### src/prab_pkg.sv
// Shared types, constants and arithmetic helpers for the particle step unit.
// Used by prab_front, prab_queue, prab_back and the top level.
package prab_pkg;

  localparam int FRAC_BITS = 16;

  localparam logic [30:0] HALF_WIDTH_RST = 31'(1 << FRAC_BITS);
  localparam logic [30:0] RADIUS_RST     = 31'(5 << FRAC_BITS);
  localparam logic [30:0] TSTEP_RST      = 31'(((1 << FRAC_BITS) + 10) / 20);

  localparam int QDEPTH  = 4;
  localparam int QPTR_W  = $clog2(QDEPTH);
  localparam int QCNT_W  = $clog2(QDEPTH + 1);

  // Quotient bits of the reflection divider (correction is below 2^33).
  localparam int DIV_STEPS = 33;
  localparam int DCNT_W    = $clog2(DIV_STEPS);

  typedef enum logic [2:0] {
    CFG_FUEL_X     = 3'd0,
    CFG_FUEL_Y     = 3'd1,
    CFG_HALF_WIDTH = 3'd2,
    CFG_RADIUS     = 3'd3,
    CFG_TIME_STEP  = 3'd4
  } cfg_idx_e;

  typedef enum logic [1:0] {
    OUT_DEAD    = 2'd0,
    OUT_ABSORB  = 2'd1,
    OUT_FREE    = 2'd2,
    OUT_REFLECT = 2'd3
  } outcome_e;

  typedef struct packed {
    logic signed [31:0] fuel_x;
    logic signed [31:0] fuel_y;
    logic [30:0]        half_width;
    logic [30:0]        radius;
    logic [30:0]        tstep;
  } cfg_t;

  // Classified particle. Vector fields are final unless need_div is set,
  // in which case they are the originals for the back end to reflect.
  typedef struct packed {
    logic signed [31:0] px;
    logic signed [31:0] py;
    logic signed [31:0] vx;
    logic signed [31:0] vy;
    outcome_e           outcome;
    logic               need_div;
    logic               dneg;
    logic [63:0]        dmag;
    logic [63:0]        s;
  } entry_t;

  typedef struct packed {
    logic signed [31:0] px;
    logic signed [31:0] py;
    logic signed [31:0] vx;
    logic signed [31:0] vy;
    logic               still_alive;
    logic               spawn_two;
    outcome_e           outcome;
  } result_t;

  function automatic logic signed [31:0] sat32(input logic signed [49:0] v);
    if (v > 50'sd2147483647) begin
      return 32'sh7fffffff;
    end else if (v < -50'sd2147483648) begin
      return 32'sh80000000;
    end else begin
      return $signed(v[31:0]);
    end
  endfunction

  // p + floor(prod / 2^FRAC_BITS), unsaturated
  function automatic logic signed [49:0] move_sum(input logic signed [31:0] p,
                                                  input logic signed [63:0] prod);
    logic signed [63:0] st;
    st = prod >>> FRAC_BITS;
    return 50'(p) + 50'(st);
  endfunction

endpackage

### src/prab_queue.sv
// Small register FIFO of classified entries between front and back end.
// Depends on prab_pkg.
module prab_queue (
  input  logic              clk_i,
  input  logic              rst_ni,
  input  logic              push_i,
  input  prab_pkg::entry_t  data_i,
  output logic              full_o,
  input  logic              pop_i,
  output logic              valid_o,
  output prab_pkg::entry_t  data_o
);

  prab_pkg::entry_t                 mem_q [prab_pkg::QDEPTH];
  logic [prab_pkg::QPTR_W-1:0]      wr_q, rd_q;
  logic [prab_pkg::QCNT_W-1:0]      cnt_q;

  assign full_o  = cnt_q == prab_pkg::QCNT_W'(prab_pkg::QDEPTH);
  assign valid_o = cnt_q != '0;
  assign data_o  = mem_q[rd_q];

  always_ff @(posedge clk_i or negedge rst_ni) begin
    if (!rst_ni) begin
      wr_q  <= '0;
      rd_q  <= '0;
      cnt_q <= '0;
    end else begin
      if (push_i) wr_q <= wr_q + 1'b1;
      if (pop_i)  rd_q <= rd_q + 1'b1;
      if (push_i && !pop_i) begin
        cnt_q <= cnt_q + 1'b1;
      end else if (pop_i && !push_i) begin
        cnt_q <= cnt_q - 1'b1;
      end
    end
  end

  always_ff @(posedge clk_i) begin
    if (push_i) mem_q[wr_q] <= data_i;
  end

endmodule

### config.mk
export PLATFORM = sky130hd
export DESIGN_NAME = prab_queue
export DESIGN_NICKNAME = d
export VERILOG_FILES = /design/src/prab_pkg.sv /design/src/prab_queue.sv
export SDC_FILE = /design/constraint.sdc
export NUM_CORES = 1
export LEC_CHECK = 0
export ABC_AREA = 1
export BUFFER_PORTS_ARGS = -buffer_cell sky130_fd_sc_hd__clkbuf_2
export CAP_MARGIN = 20
export CORE_MARGIN = 1.5
export CORE_UTILIZATION = 30
export DETAILED_ROUTE_END_ITERATION = 8
export GPL_TIMING_DRIVEN = 1
export PLACE_DENSITY = 0.44
export SYNTH_ARGS = -nofsm -noshare
export SYNTH_HDL_FRONTEND = slang
export SYNTH_SLANG_ARGS = --single-unit
### constraint.sdc
create_clock -name clk_i -period 15.86 [get_ports clk_i]
set_clock_uncertainty 0.15 [all_clocks]
set_input_delay 2.379 -clock clk_i [delete_from_list [all_inputs] [get_ports clk_i]]
set_output_delay 2.379 -clock clk_i [all_outputs]
set_load 0.005 [all_outputs]
==> results of run 1 <==
## critical path, delay by kind of cell, from the launching register on
| family | cells | cell delay, ps |
|---|---|---|
| DFF | 1 | 1110 |
| buffers and inverters | 4 | 2270 |
| AOI/OAI and AO/OA | 1 | 90 |
| and+or+nand+nor | 2 | 240 |
## logic make-up (layout without fill, tap and decap cells)
group | after synthesis | count (layout) | synth area share, %
buffers and inverters | 706 | 1294 | 7.37
flip-flops | 1047 | 1047 | 73.2
other | 0 | 5 | 0
AND/OR/NAND/NOR | 798 | 798 | 7.00
AO/OA/AOI/OAI | 521 | 521 | 12.1
adder cells (fa/ha/maj) | 6 | 6 | 0.193
XOR/XNOR | 4 | 4 | 0.0817
## power breakdown
group	switching [mW]	leakage (nW)	internal (mW)
logic	2.13	8.68	1.04
registers	0.175	9.63	3.62
clock network	1.10	1.78	1.50
## metal layers
layer  vias to the layer above  track usage, %  wire (um)
li1                      11800               -          -
met1                     11500            17.4      44200
met2                       407            24.3      51900
met4                        24            4.99       2860
met5                         -               0        172
met3                       164            3.70       5710
## cell usage in the layout (no fill, tap or decap), types with 2 or more instances in the layout
master        n
clkinv_16     3
dfrtp_4       2
xor2_1        3
inv_1       527
clkbuf_2    525
ha_1          5
inv_8         5
o211ai_1    261
o211ai_2    259
bufinv_16    10
clkinv_1     32
edfxtp_1   1040
clkinv_2     17
clkbuf_16   116
buf_12        6
clkbuf_1     24
buf_4        23
nand2_1     794
diode_2       5
clkinv_4      3
dfrtp_1       5
## state kept, by name, summed over array words and instances (netlist names)
signal	flops
rd_q	2
mem_q	1040
cnt_q	3
wr_q	2
## per-stage QoR
| stage | setup slack (ps) | instance area, sq um |
|---|---|---|
| finish | 8730 | 50700 |
| global placement | 9530 | 47100 |
| CTS | 8670 | 50700 |
| detailed placement | 9490 | 47100 |
| global route | 8330 | 50700 |
| floorplan | 7410 | 42900 |
## layout make-up
cell class              instances  share of cell area (%)
diodes                          5                  0.0247
clock buffers                 140                    5.90
clock inverters                68                    1.30
inverters                     532                    4.01
multi-input cells            1329                    16.4
flip-flops and latches       1047                    61.9
well taps                    1890                    4.66
repair buffers                554                    5.76
## how the worst max path moves through the flow
stage | slack [ps] | to | startpoint
floorplan | 7410 | mem_q[1][0]$_DFFE_PP_ | push_i
global placement | 9530 | data_o[174] | rd_q[0]$_DFFE_PN0P_
detailed placement | 9490 | data_o[212] | rd_q[0]$_DFFE_PN0P_
CTS | 8670 | data_o[174] | rd_q[0]$_DFFE_PN0P_
global route | 8330 | data_o[181] | rd_q[0]$_DFFE_PN0P_
finish | 8730 | data_o[174] | rd_q[0]$_DFFE_PN0P_
==> impl_metrics.ini, run 1 <==
[clocking]
cts_made_buffers = 116
post_cts_resized = 0
clk_latency_ps = 690
clk_pin_slew_ps = 60
cts-root-buf = clkbuf_16
hold_buffers = 0
cts_tree = done
cts_setup_buffers = 0
cts_num_sinks = 1047
cts.path.max_buffers = 3
htree_levels = 3

[global_route]
antenna_found_initial = 18
grt_overflow = 0
grt_first_pass_wirelength_um = 156000
grt_pass1_vias = 23800
grt_max_degree = 195
grt_usage_pct = 14.3

[sta]
finalSetupTns_ps = 0
worst_pin_slew_ps = 1240
final_hold_viol_count = 0
finalCritPeriodShare_pct = 44.9
rsz0062_at_grt = false
max_slew_margin_pct = 17.2
maxSlewViolCount = 0
holdWs_ps = 320
setup_viol = 0
fin_crit_ps = 7130
fmax_mhz = 140

[detailed_routing]
viasPerCell = 4.30
dr_total_vias = 23900
antenna_left = 0
dr.pass1.iters = 5
drt_iter0_markers = 1198
drc = 0
post_drt_wl_per_cell_um = 18.8
routed_wl_um = 105000

[logic_synthesis]
synth_top_area_share_pct = 72.8
async_flop_share_pct = 0.669
postSynthCellCount = 3082
ys_top_cells_by_count = 1040 x edfxtp_1, 794 x nand2_1, 531 x inv_1, 261 x o211ai_1, 259 x o211ai_2
yosysMostFrequentCell = edfxtp_1
synth.largest_area_cell = edfxtp_1
syn-num-nets = 3352
ys_top_cells_by_area = edfxtp_1 73%, o211ai_2 7.6%, nand2_1 6.9%, inv_1 4.6%, o211ai_1 4.6%
synth_warnings = 0
synth_edf_count = 1040
ys_ff_latch = 1047
synthFlopType = edfxtp_1
avgSynthCellArea_sq_um = 13.9
ys_types = 20
netlist_area_sq_mm = 0.0429
seq_area_frac_synth_pct = 73.2

[worst_setup_path]
cp-end-kind = primary output
cp_max_fo = 88
regToRegEndpoint = mem_q[0][64]$_DFFE_PP_
r2r_slack_ps = 12370
setup.worst_path.class = reg -> out
critical_path_required_ps = 13330
crit_path_start_kind = flop
cp_common_cell = buf_4
worst_path_largest_cell_delay_ps = 1110
arrival_ps = 4600
crit_chain = buf_4, buf_4, buf_4, nand2_1, o211ai_2, nand2_1, clkbuf_2
r2r-start = wr_q[0]$_DFFE_PN0P_
ff2ff_path_depth = 6
critPathSlowestCell = dfrtp_4

[worst_hold_path]
hold_class = reg -> reg
hp-start = cnt_q[2]$_DFFE_PN0P_
min_to = cnt_q[2]$_DFFE_PN0P_
whs_path_depth = 2

[layout]
fill_cells = 13800
nets = 3850
fin_util_pct = 35.8
register_area_sq_mm = 0.0314
multiInputGateArea_sq_mm = 0.00832
stdcell_count = 5565
syn_to_final_growth_pct = 18.3
drive_gt1_share_pct = 26.5

[pwr]
p_total_mw = 9.57
peakVddDrop_mv = 0.144
power_density_mw_per_mm2 = 189
leakagePower_nw = 20.1

[floorplanning]
die-area_sq_mm = 0.145
dieWidth_um = 381
core-area_sq_mm = 0.142
initial_core_util_pct = 30.3
pin_count = 526
die_h_um = 381
num_rows = 138

[outcome]
run_status = completed

[place]
dp.cells = 5352
port_buffers = 525
gp_congestion = 0.739
hpwl_um = 62000

[run]
max_cap_violations = 0
Power figures use the tool's default switching activity.
==> run 2: changes to the inputs <==
==> constraint.sdc (replaced) <==
create_clock -name clk_i -period 7.1 [get_ports clk_i]
set_clock_uncertainty 0.15 [all_clocks]
set_input_delay 1.065 -clock clk_i [delete_from_list [all_inputs] [get_ports clk_i]]
set_output_delay 1.065 -clock clk_i [all_outputs]
set_load 0.005 [all_outputs]
==> impl_metrics.ini, run 2 (synthesized netlist as in run 1, its figures left out) <==
[outcome]
run_status = completed

[layout]
nets = 3852
stdcell_count = 5586
most-common-layout-cells = 1040 x edfxtp_1, 794 x nand2_1, 527 x inv_1, 525 x clkbuf_2, 261 x o211ai_1
fill_cells = 13800
fin_area_sq_mm = 0.0509
largest_reg_flops = 1040
layout.cells.most_common = edfxtp_1
regMostFlops = mem_q
syn_to_final_growth_pct = 18.6
top_regs = mem_q: 1040 flops, cnt_q: 3 flops
drive_gt1_share_pct = 26.6

[global_route]
antenna_found_initial = 23
grt_pass1_vias = 23600
grt_first_pass_wirelength_um = 156000
grt_overflow = 0
grt_max_degree = 226
grt_usage_pct = 14.2

[sta]
rsz0062_at_grt = false
finalSetupTns_ps = 0
max_slew_margin_pct = 17.7
finalCritPeriodShare_pct = 68.0
worst_pin_slew_ps = 1230
setup_viol = 0
fin_crit_ps = 4830
maxSlewViolCount = 0
final_hold_viol_count = 0
fmax_mhz = 207

[floorplanning]
die_h_um = 381
dieWidth_um = 381
core-area_sq_mm = 0.142
die-area_sq_mm = 0.145
num_rows = 138
initial_core_util_pct = 30.3
pin_count = 526

[place]
port_buffers = 525
hpwl_um = 60900
dp.cells = 5352
gp_congestion = 0.706
place_area_sq_mm = 0.0471

[pwr]
leakagePower_nw = 20.1
power_density_mw_per_mm2 = 421
peakVddDrop_mv = 0.342

[detailed_routing]
dr_total_vias = 24000
antenna_left = 0
drt_iter0_markers = 1122
post_drt_wl_per_cell_um = 18.7
dr.pass1.iters = 5
drc = 0
viasPerCell = 4.29
routed_wl_um = 104000

[clocking]
cts_made_buffers = 117
hold_buffers = 1
clk_pin_slew_ps = 60
clk_latency_ps = 720
cts_num_sinks = 1047
cts.path.max_buffers = 3
cts_tree = done
cts_setup_buffers = 0
cts-root-buf = clkbuf_16
htree_levels = 3
post_cts_resized = 0

[run]
max_cap_violations = 0

[worst_setup_path]
cp-end-kind = primary output
cp_top_family = buffers and inverters
r2r_slack_ps = 4140
worst_path_largest_cell_delay_ps = 790
cp_num_buf_inv = 3
crit_path_start_kind = flop
critical_path_required_ps = 5880
crit_chain = inv_8, buf_12, o211ai_2, nand2_1, clkbuf_2
arrival_ps = 3610
critPathSlowestCell = dfrtp_4
cp_max_fo = 99
setup.worst_path.class = reg -> out

[worst_hold_path]
hold_class = reg -> reg
[run 2: metal layers]
metal | part of all wire (%) | GRT usage [%] | up-vias
met3 | 6.3 | 4.28 | 148
met5 | 0.13 | 0 | -
met4 | 2.1 | 4.94 | 22
li1 | - | - | 11800
met2 | 50 | 24.2 | 417
met1 | 41 | 17.0 | 11600
[run 2: where the power goes]
group          internal (mW)  total [mW]  switching, mW
Clock                   3.36        5.84           2.48
Sequential              8.09        8.47          0.380
Combinational           2.34        7.11           4.77
[run 2: through the flow]
stage | util [%] | hold WS, ps | total power [mW] | setup WS (ps)
final | 35.9 | 327 | 21.4 | 2270
after global routing | 35.9 | 345 | 22.8 | 2020
after CTS | 35.9 | 309 | 22.0 | 2070
after detailed placement | 33.2 | 332 | 16.0 | 2920
after global placement | 33.2 | 306 | 16.0 | 2890
after floorplan | - | 292 | 13.3 | 1350
[run 2: path summary, 6_finish.rpt]
check / start / endpoint / cells after the start
setup / recovery: rd_q[1]$_DFFE_PN0P_ / data_o[138] / 5
hold / removal: cnt_q[2]$_DFFE_PN0P_ / cnt_q[2]$_DFFE_PN0P_ / 2
setup reg to reg: wr_q[0]$_DFFE_PN0P_ / mem_q[1][236]$_DFFE_PP_ / 4
hold reg to reg: cnt_q[2]$_DFFE_PN0P_ / cnt_q[2]$_DFFE_PN0P_ / 2
max in group asynchronous: rst_ni / rd_q[0]$_DFFE_PN0P_ / 2
min in group asynchronous: rst_ni / rd_q[1]$_DFFE_PN0P_ / 2
[run 2: final cells by class]
cell class / instances / area, sq um / area share [%]
antenna: 11 / 27.5 / 0.0541
clock buffer: 143 / 3070 / 6.03
clock inverter: 79 / 644 / 1.27
inverter: 532 / 2020 / 3.97
multi-input combinational: 1329 / 8320 / 16.4
sequential: 1047 / 31400 / 61.8
tap: 1890 / 2360 / 4.65
timing repair buffer: 555 / 3010 / 5.91
[run 2: worst register-to-register path, stage by stage, from the launching register on]
cell and delay [ps]:
dfrtp_1 420, ha_1 220, nand2_1 110, clkinvlp_4 760, buf_12 540
==> run 3: changes to the inputs <==
--- a/config.mk
+++ b/config.mk
@@ -12,7 +12,7 @@
 export CORE_UTILIZATION = 30
 export DETAILED_ROUTE_END_ITERATION = 8
 export GPL_TIMING_DRIVEN = 1
-export PLACE_DENSITY = 0.44
+export PLACE_DENSITY = 0.45
 export SYNTH_ARGS = -nofsm -noshare
 export SYNTH_HDL_FRONTEND = slang
 export SYNTH_SLANG_ARGS = --single-unit
==> constraint.sdc (replaced) <==
create_clock -name clk_i -period 3.92 [get_ports clk_i]
set_clock_uncertainty 0.15 [all_clocks]
set_input_delay 0.588 -clock clk_i [delete_from_list [all_inputs] [get_ports clk_i]]
set_output_delay 0.588 -clock clk_i [all_outputs]
set_load 0.005 [all_outputs]
==> impl_metrics.ini, run 3 (synthesized netlist as in run 1, its figures left out) <==
[global_route]
grt_max_degree = 116
grt_first_pass_wirelength_um = 161000
grt_pass1_vias = 25700
grt_overflow = 0
grt_usage_pct = 14.5
antenna_found_initial = 6

[outcome]
run_status = completed

[detailed_routing]
drt_iter0_markers = 1184
routed_wl_um = 106000
dr_total_vias = 25300
antenna_left = 0
drc = 0
dr.pass1.iters = 5
post_drt_wl_per_cell_um = 18.1
viasPerCell = 4.30

[place]
gp_congestion = 0.734
port_buffers = 525
hpwl_um = 66700
place_area_sq_mm = 0.0478
dpl_worst_slack_ps = 1170

[sta]
worst_pin_slew_ps = 746
setup_viol = 0
final.setup.worst_slack_ps = 451
finalCritPeriodShare_pct = 88.5
fin_crit_ps = 3470
final_hold_viol_count = 0
maxSlewViolCount = 0
fmax_mhz = 288
max_slew_margin_pct = 50.3
rsz0062_at_grt = false

[worst_setup_path]
cp_max_fo = 115
cp-end-kind = primary output
critical_path_required_ps = 3180
regToRegEndpoint = mem_q[2][155]$_DFFE_PP_
setup.worst_path.class = reg -> out
r2r_slack_ps = 1600
r2r-start = wr_q[0]$_DFFE_PN0P_
crit_path_start_kind = flop
ff2ff_path_depth = 6
arrival_ps = 2730

[pwr]
p_comb_share_pct = 34.9
leakagePower_nw = 21.6
power_frac_seq_pct = 38.5
swShare_pct = 35.6
peakVddDrop_mv = 0.381
power_density_mw_per_mm2 = 733
p_clk_share_pct = 26.6
power_switching_mw = 14.1
p_int_mw = 25.5

[clocking]
cts_tree = done
clk_pin_slew_ps = 60
htree_levels = 3
clk_latency_ps = 730
cts_num_sinks = 1047
cts_made_buffers = 116
cts-root-buf = clkbuf_16
cts_setup_buffers = 0
cts.path.max_buffers = 3

[floorplanning]
pin_count = 526
num_rows = 138
core-area_sq_mm = 0.142
initial_core_util_pct = 30.3
die-area_sq_mm = 0.145
die_h_um = 381
dieWidth_um = 381

[layout]
nets = 4168
drive_gt1_share_pct = 25.9
most-common-layout-cells = 1040 x edfxtp_1, 790 x nand2_1, 527 x inv_1, 525 x clkbuf_2, 262 x dlygate4sd3_1
fin_area_sq_mm = 0.0541
regMostFlops = mem_q
largest_reg_flops = 1040
layout.cells.most_common = edfxtp_1
syn_to_final_growth_pct = 26.1
top_regs = mem_q: 1040 flops, cnt_q: 3 flops

[run]
max_cap_violations = 0

[worst_hold_path]
hold_class = in -> reg
hp-start = push_i
min_to = wr_q[0]$_DFFE_PN0P_
whs_path_depth = 2
[run 3: cell types whose count changed in the layout (fill, tap and decap cells not counted), moves of 2 or more]
cell,previous run,this run
dlygate4sd3_1,1,262
buf_4,17,53
buf_12,12,32
clkinv_2,22,16
clkinv_1,37,32
diode_2,11,6
nand2_1,794,790
nand2_4,0,4
clkbuf_1,24,27
clkinv_8,3,0
inv_16,1,3
[run 3: layout make-up]
cell class	count	area, sq um
fillers	13600	87700
flip-flops and latches	1047	31400
multi-input cells	1329	8350
repair buffers	872	6290
clock buffers	145	3050
well taps	1890	2360
inverters	532	2020
clock inverters	68	596
diodes	6	15.0
[run 3: repair_timing]
action / CTS / global route
hold endpoints to repair: 1049 / 0
hold buffers: 262 / 0
resized for setup: 0 / 0
[run 3: how the worst max path moves through the flow]
stage / startpoint / end / cells past startpoint / slack (ps)
global placement: rd_q[1]$_DFFE_PN0P_ / data_o[99] / 4 / 1180
finish: rd_q[0]$_DFFE_PN0P_ / data_o[219] / 4 / 450
floorplan: push_i / mem_q[0][0]$_DFFE_PP_ / 3 / -1300
detailed placement: rd_q[1]$_DFFE_PN0P_ / data_o[106] / 5 / 1170
CTS: rd_q[1]$_DFFE_PN0P_ / data_o[106] / 5 / 330
global route: rd_q[0]$_DFFE_PN0P_ / data_o[226] / 5 / 280
[run 3: critical path, stage by stage (launching register included)]
cell and delay (ps):
dfrtp_4 840, buf_12 470, o211ai_1 250, nand2_1 160, clkbuf_2 120
[run 3: metrics by stage]
| stage | utilization (%) | power, mW | setup TNS, ps | cells | hold WS, ps |
|---|---|---|---|---|---|
| final | 38.2 | 39.6 | 0 | 5889 | 131 |
| after global routing | 38.2 | 42.1 | 0 | 5888 | 113 |
| after CTS | 38.2 | 40.6 | 0 | 5883 | 48.4 |
| after detailed placement | 33.7 | 29.6 | 0 | 5408 | 294 |
| after global placement | 33.7 | 29.5 | 0 | 5408 | 298 |
| after floorplan | - | 24.1 | -1347990 | 3082 | 142 |
[run 3: power by group through the flow]
| stage | registers [mW] | clock network (mW) | logic, mW |
|---|---|---|---|
| finish | 15.3 | 10.5 | 13.9 |
| global route | 15.4 | 11.3 | 15.4 |
| CTS | 15.3 | 10.9 | 14.4 |
| detailed placement | 15.5 | 0 | 14.1 |
| global placement | 15.5 | 0 | 14.1 |
| floorplan | 15.6 | 0 | 8.47 |
[run 3: per-layer routing]
| layer | GRT usage (%) | share of wire, % |
|---|---|---|
| met5 | 0 | 0.011 |
| met4 | 4.45 | 2.1 |
| met3 | 2.75 | 4.2 |
| met2 | 25.4 | 51 |
| met1 | 18.0 | 43 |
